==> src/sv/bzc_pkg.sv <==
// Shared constants and types for the Bezier curve point evaluator.
package bzc_pkg;

  localparam int unsigned COORD_W    = 16;
  localparam int unsigned U_W        = 17;
  localparam int unsigned POINT_W    = 48;
  localparam int unsigned NUM_POINTS = 4;
  localparam int unsigned CFG_IDX_W  = 3;

  localparam logic [U_W-1:0]     U_ONE    = 17'h10000;
  localparam logic [COORD_W-1:0] SIGN_BIT = 16'h8000;

  typedef enum logic [CFG_IDX_W-1:0] {
    REG_POINT_ZERO  = 3'd0,
    REG_POINT_ONE   = 3'd1,
    REG_POINT_TWO   = 3'd2,
    REG_POINT_THREE = 3'd3
  } cfg_reg_e;

  localparam logic [POINT_W-1:0] POINT_RST [NUM_POINTS] = '{
    48'h0000_FE00_0400,
    48'h0000_F800_0100,
    48'h0000_FF00_0C00,
    48'h0000_FB00_0200
  };

endpackage

==> src/sv/bzc_cell.sv <==
// One de Casteljau cell: registered exact lerp of two neighbouring points.
module bzc_cell #(
  parameter int unsigned IN_W = 16
) (
  input  logic                      clk_i,
  input  logic                      en_i,
  input  logic [bzc_pkg::U_W-1:0]   u_i,
  input  logic [IN_W-1:0]           lo_i,
  input  logic [IN_W-1:0]           hi_i,
  output logic [IN_W+15:0]          val_o
);
  import bzc_pkg::*;

  localparam int unsigned OUT_W = IN_W + COORD_W;
  localparam int unsigned PW    = IN_W + U_W;

  logic signed [PW-1:0] lo_s, hi_s, u_s, sum_s;
  logic [OUT_W-1:0]     val_q;

  // lo*(65536-u) + hi*u, rewritten as lo*65536 + (hi-lo)*u; exact, never negative
  always_comb begin
    lo_s  = $signed(PW'(lo_i));
    hi_s  = $signed(PW'(hi_i));
    u_s   = $signed(PW'(u_i));
    sum_s = (lo_s <<< COORD_W) + (hi_s - lo_s) * u_s;
  end

  always_ff @(posedge clk_i) begin
    if (en_i) begin
      val_q <= sum_s[OUT_W-1:0];
    end
  end

  assign val_o = val_q;

endmodule

==> config.mk <==
export PLATFORM = sky130hd
export DESIGN_NAME = bzc_cell
export DESIGN_NICKNAME = d
export VERILOG_FILES = /design/src/sv/bzc_pkg.sv /design/src/sv/bzc_cell.sv
export SDC_FILE = /design/constraint.sdc
export NUM_CORES = 1
export LEC_CHECK = 0
export ABC_AREA = 0
export CORE_MARGIN = 1
export CORE_UTILIZATION = 65
export DETAILED_ROUTE_END_ITERATION = 8
export DONT_BUFFER_PORTS = 1
export PLACE_DENSITY = 0.9
export SLEW_MARGIN = 10
export SYNTH_ARGS = -nofsm -noshare
export SYNTH_HDL_FRONTEND = slang
export SYNTH_SLANG_ARGS = --single-unit
==> constraint.sdc <==
create_clock -name clk_i -period 10.35 [get_ports clk_i]
set_input_delay 1.5525 -clock clk_i [delete_from_list [all_inputs] [get_ports clk_i]]
set_output_delay 1.5525 -clock clk_i [all_outputs]
set_load 0.005 [all_outputs]
==> results.txt <==
Compound-Gate Fraction of Synth Area -> 5.74%
Slew HR -> 28.0%
Post-placement cell area -> 12,100 um2
Syn_nets -> 1,735
Worst-path fanout max -> 8
Setup bufs post-CTS -> 0
Slew Limit Fails -> 0
CTS Buf Count -> 5
CTS Sinks -> 32
CP most frequent cell -> fa_1
First-pass GRT wire length -> 47.8 mm
Post-Synth XOR/XNOR Area -> 3.26%
DR vias -> 8,928
Cell Rows -> 48
Synthesized area -> 11,800 um2
Hold Path Class -> in2reg
Hold WS -> 1.38 ns
Mean Syn Cell Area -> 9.07 um2
Largest net degree at the start of global routing -> 33
Post-route DRC -> 0
Starting Density -> 67.5%
Post-synth EDFFs -> 32
Post-synthesis mux area share -> 0%
CP max stage delay -> 0.76 ns
Sequential fraction of the synthesis area -> 8.12%
# setup viols final -> 0
CP Data Arrival Time -> 9.53 ns
Max FFs per register -> 32
DRT iter0 DRCs -> 777
CTS Hold Bufs -> 0
Gr ovfl total -> 0
CP endpoint kind -> flop
Fraction of layout instances using a drive strength above 1 -> 2.71%
Fmax -> 106 MHz
Simple-Gate Fraction of Synth Area -> 15.4%
Ports -> 83
Die Ht -> 137 um
Setup TNS -> 0 ns
Tot GR Track Use -> 33.7%
Vias in the first global route -> 10.2k
Ys async rst share -> 0%
First-pass detailed-route iteration total -> 5
P&R area growth vs syn -> 3.32%
CP startpoint kind -> primary input
TritonCTS clock tree -> yes
MaxCap Viol Count -> 0
Routed vias/inst -> 5.89
HPWL after detailed placement -> 22.8 mm
Final instance area -> 12,200 um2
Post-Synthesis Cells -> 1,305
RSZ-0062 raised after global routing -> false
Count of cell types in the netlist -> 48
Die ar. -> 18,700 um2
Count leader, synth -> inv_1
Port Buffers -> 0
Width of the die -> 137 um
Area leader, netlist -> fa_1
Initial antenna violation count -> 0
Critical path type -> in2reg
FF+latch count, synth -> 32
Routed Antenna Nets -> 0
Core box area -> 17,500 um2
Final #Nets -> 1,721
GPL Wtd Cong -> 0.894
Fillers -> 1,211
PostCTS Resize Cnt -> 0
Status -> finished, final reports clean
Worst path required time -> 10.45 ns
Non-Filler Instances -> 1,516
Final hold viol count -> 0
Top_reg_cell synth -> edfxtp_1
Post-synth top area share -> 40.6%
Routed len/inst -> 19.2 um
Ranking of synthesized cells by instance count -> 350 x inv_1, 240 x fa_1, 164 x nand2_1
CTS Root Cell -> clkbuf_16
Worst Max-Slew Pin Slew -> 1.07 ns
H-tree depth -> 2
Placed Cells -> 1,509
Main combinational cell family by area after synthesis -> adder cells
Ant diodes -> 0
Drt total wl -> 29.1 mm
Final min period -> 9.42 ns
Max Root-Sink Buffers -> 2
Crit-path slowest cell -> xnor2_1
Ys Warns -> 0
Top post-synthesis cells by area -> fa_1 41%, ha_1 15%, inv_1 11%, edfxtp_1 8.1%, nand2_1 5.2%
Crit share post-route -> 91.0%
Clock slew at reported path FFs -> 0.06 ns
Post-synthesis adder-cell area fraction -> 55.3%
-- stage by stage --
step           worst slack [ns]  utilization [%]
2_1_floorplan              1.77                -
3_3_place_gp               1.13             69.0
3_5_place_dp              0.834             69.0
4_1_cts                    1.10             69.7
5_1_grt                   0.376             69.7
6_report                  0.927             69.7
-- final timing paths --
kind | slack [ns] | end | startpoint | cells past startpoint
max | 0.93 | val_o[30]$_DFFE_PP_ | hi_i[0] | 31
min | 1.38 | val_o[30]$_DFFE_PP_ | en_i | 0
-- area by class of cell --
cell class / instances / area [um2] / share of cell area [%]
clock buffers: 6 / 129 / 1.05
inverters: 350 / 1310 / 10.7
clock inverters: 1 / 5.00 / 0.0409
well taps: 225 / 282 / 2.30
flip-flops and latches: 32 / 961 / 7.86
repair buffers: 13 / 97.6 / 0.798
multi-input cells: 889 / 9440 / 77.2
-- placed cells by master, fill, tap and decap left out, types with 2 or more instances in the layout --
cell type  Yosys  routed
a31oi_1        5       5
or3_1          3       3
ha_1         139     139
and3_1         5       5
buf_4          0      13
nor3_1        10      10
clkbuf_16      0       5
nand3b_1       2       2
o211ai_1       3       3
o21a_1         7       7
nor2_1        30      30
xor2_1         9       9
xnor2_1       35      34
and2_1        89      89
edfxtp_1      32      32
and4_1         2       2
nand3_1        7       7
o21ai_0       11      11
nand2_1      164     164
nand2b_1       3       3
nor2b_1       40      40
a21o_1        19      19
o21bai_1       8       8
or2_2          6       6
inv_1        350     350
a211oi_1       2       2
o31a_1         2       2
fa_1         240     240
a21oi_1       29      28
-- layer usage --
metal	up-vias	track usage, %	routed length, um
met1	4425	38.6	9960
met2	505	60.5	14900
met3	147	6.67	2690
met5	-	0	0
met4	0	15.7	1530
li1	3851	-	-
-- cell families (layout without fill, tap and decap cells) --
kind of cell	after synthesis	after routing
xor gates and xnor gates	44	44
and+or+nand+nor	368	368
AOI/OAI and AO/OA	98	98
adders and majority gates	379	379
buffers and inverters	384	370
DFF	32	32
-- worst max-delay path: cells and delay by family --
family / cells / cell delay, ns
AND/OR/NAND/NOR: 7 / 1.18
AO/OA/AOI/OAI: 8 / 1.82
buffers and inverters: 6 / 0.27
adder cells (fa/ha/maj): 9 / 3.96
XOR/XNOR: 1 / 0.76
Power is left out: the tool's default activity adds up to more than one toggle a clock period on the data nets, which glitch-free logic cannot reach.
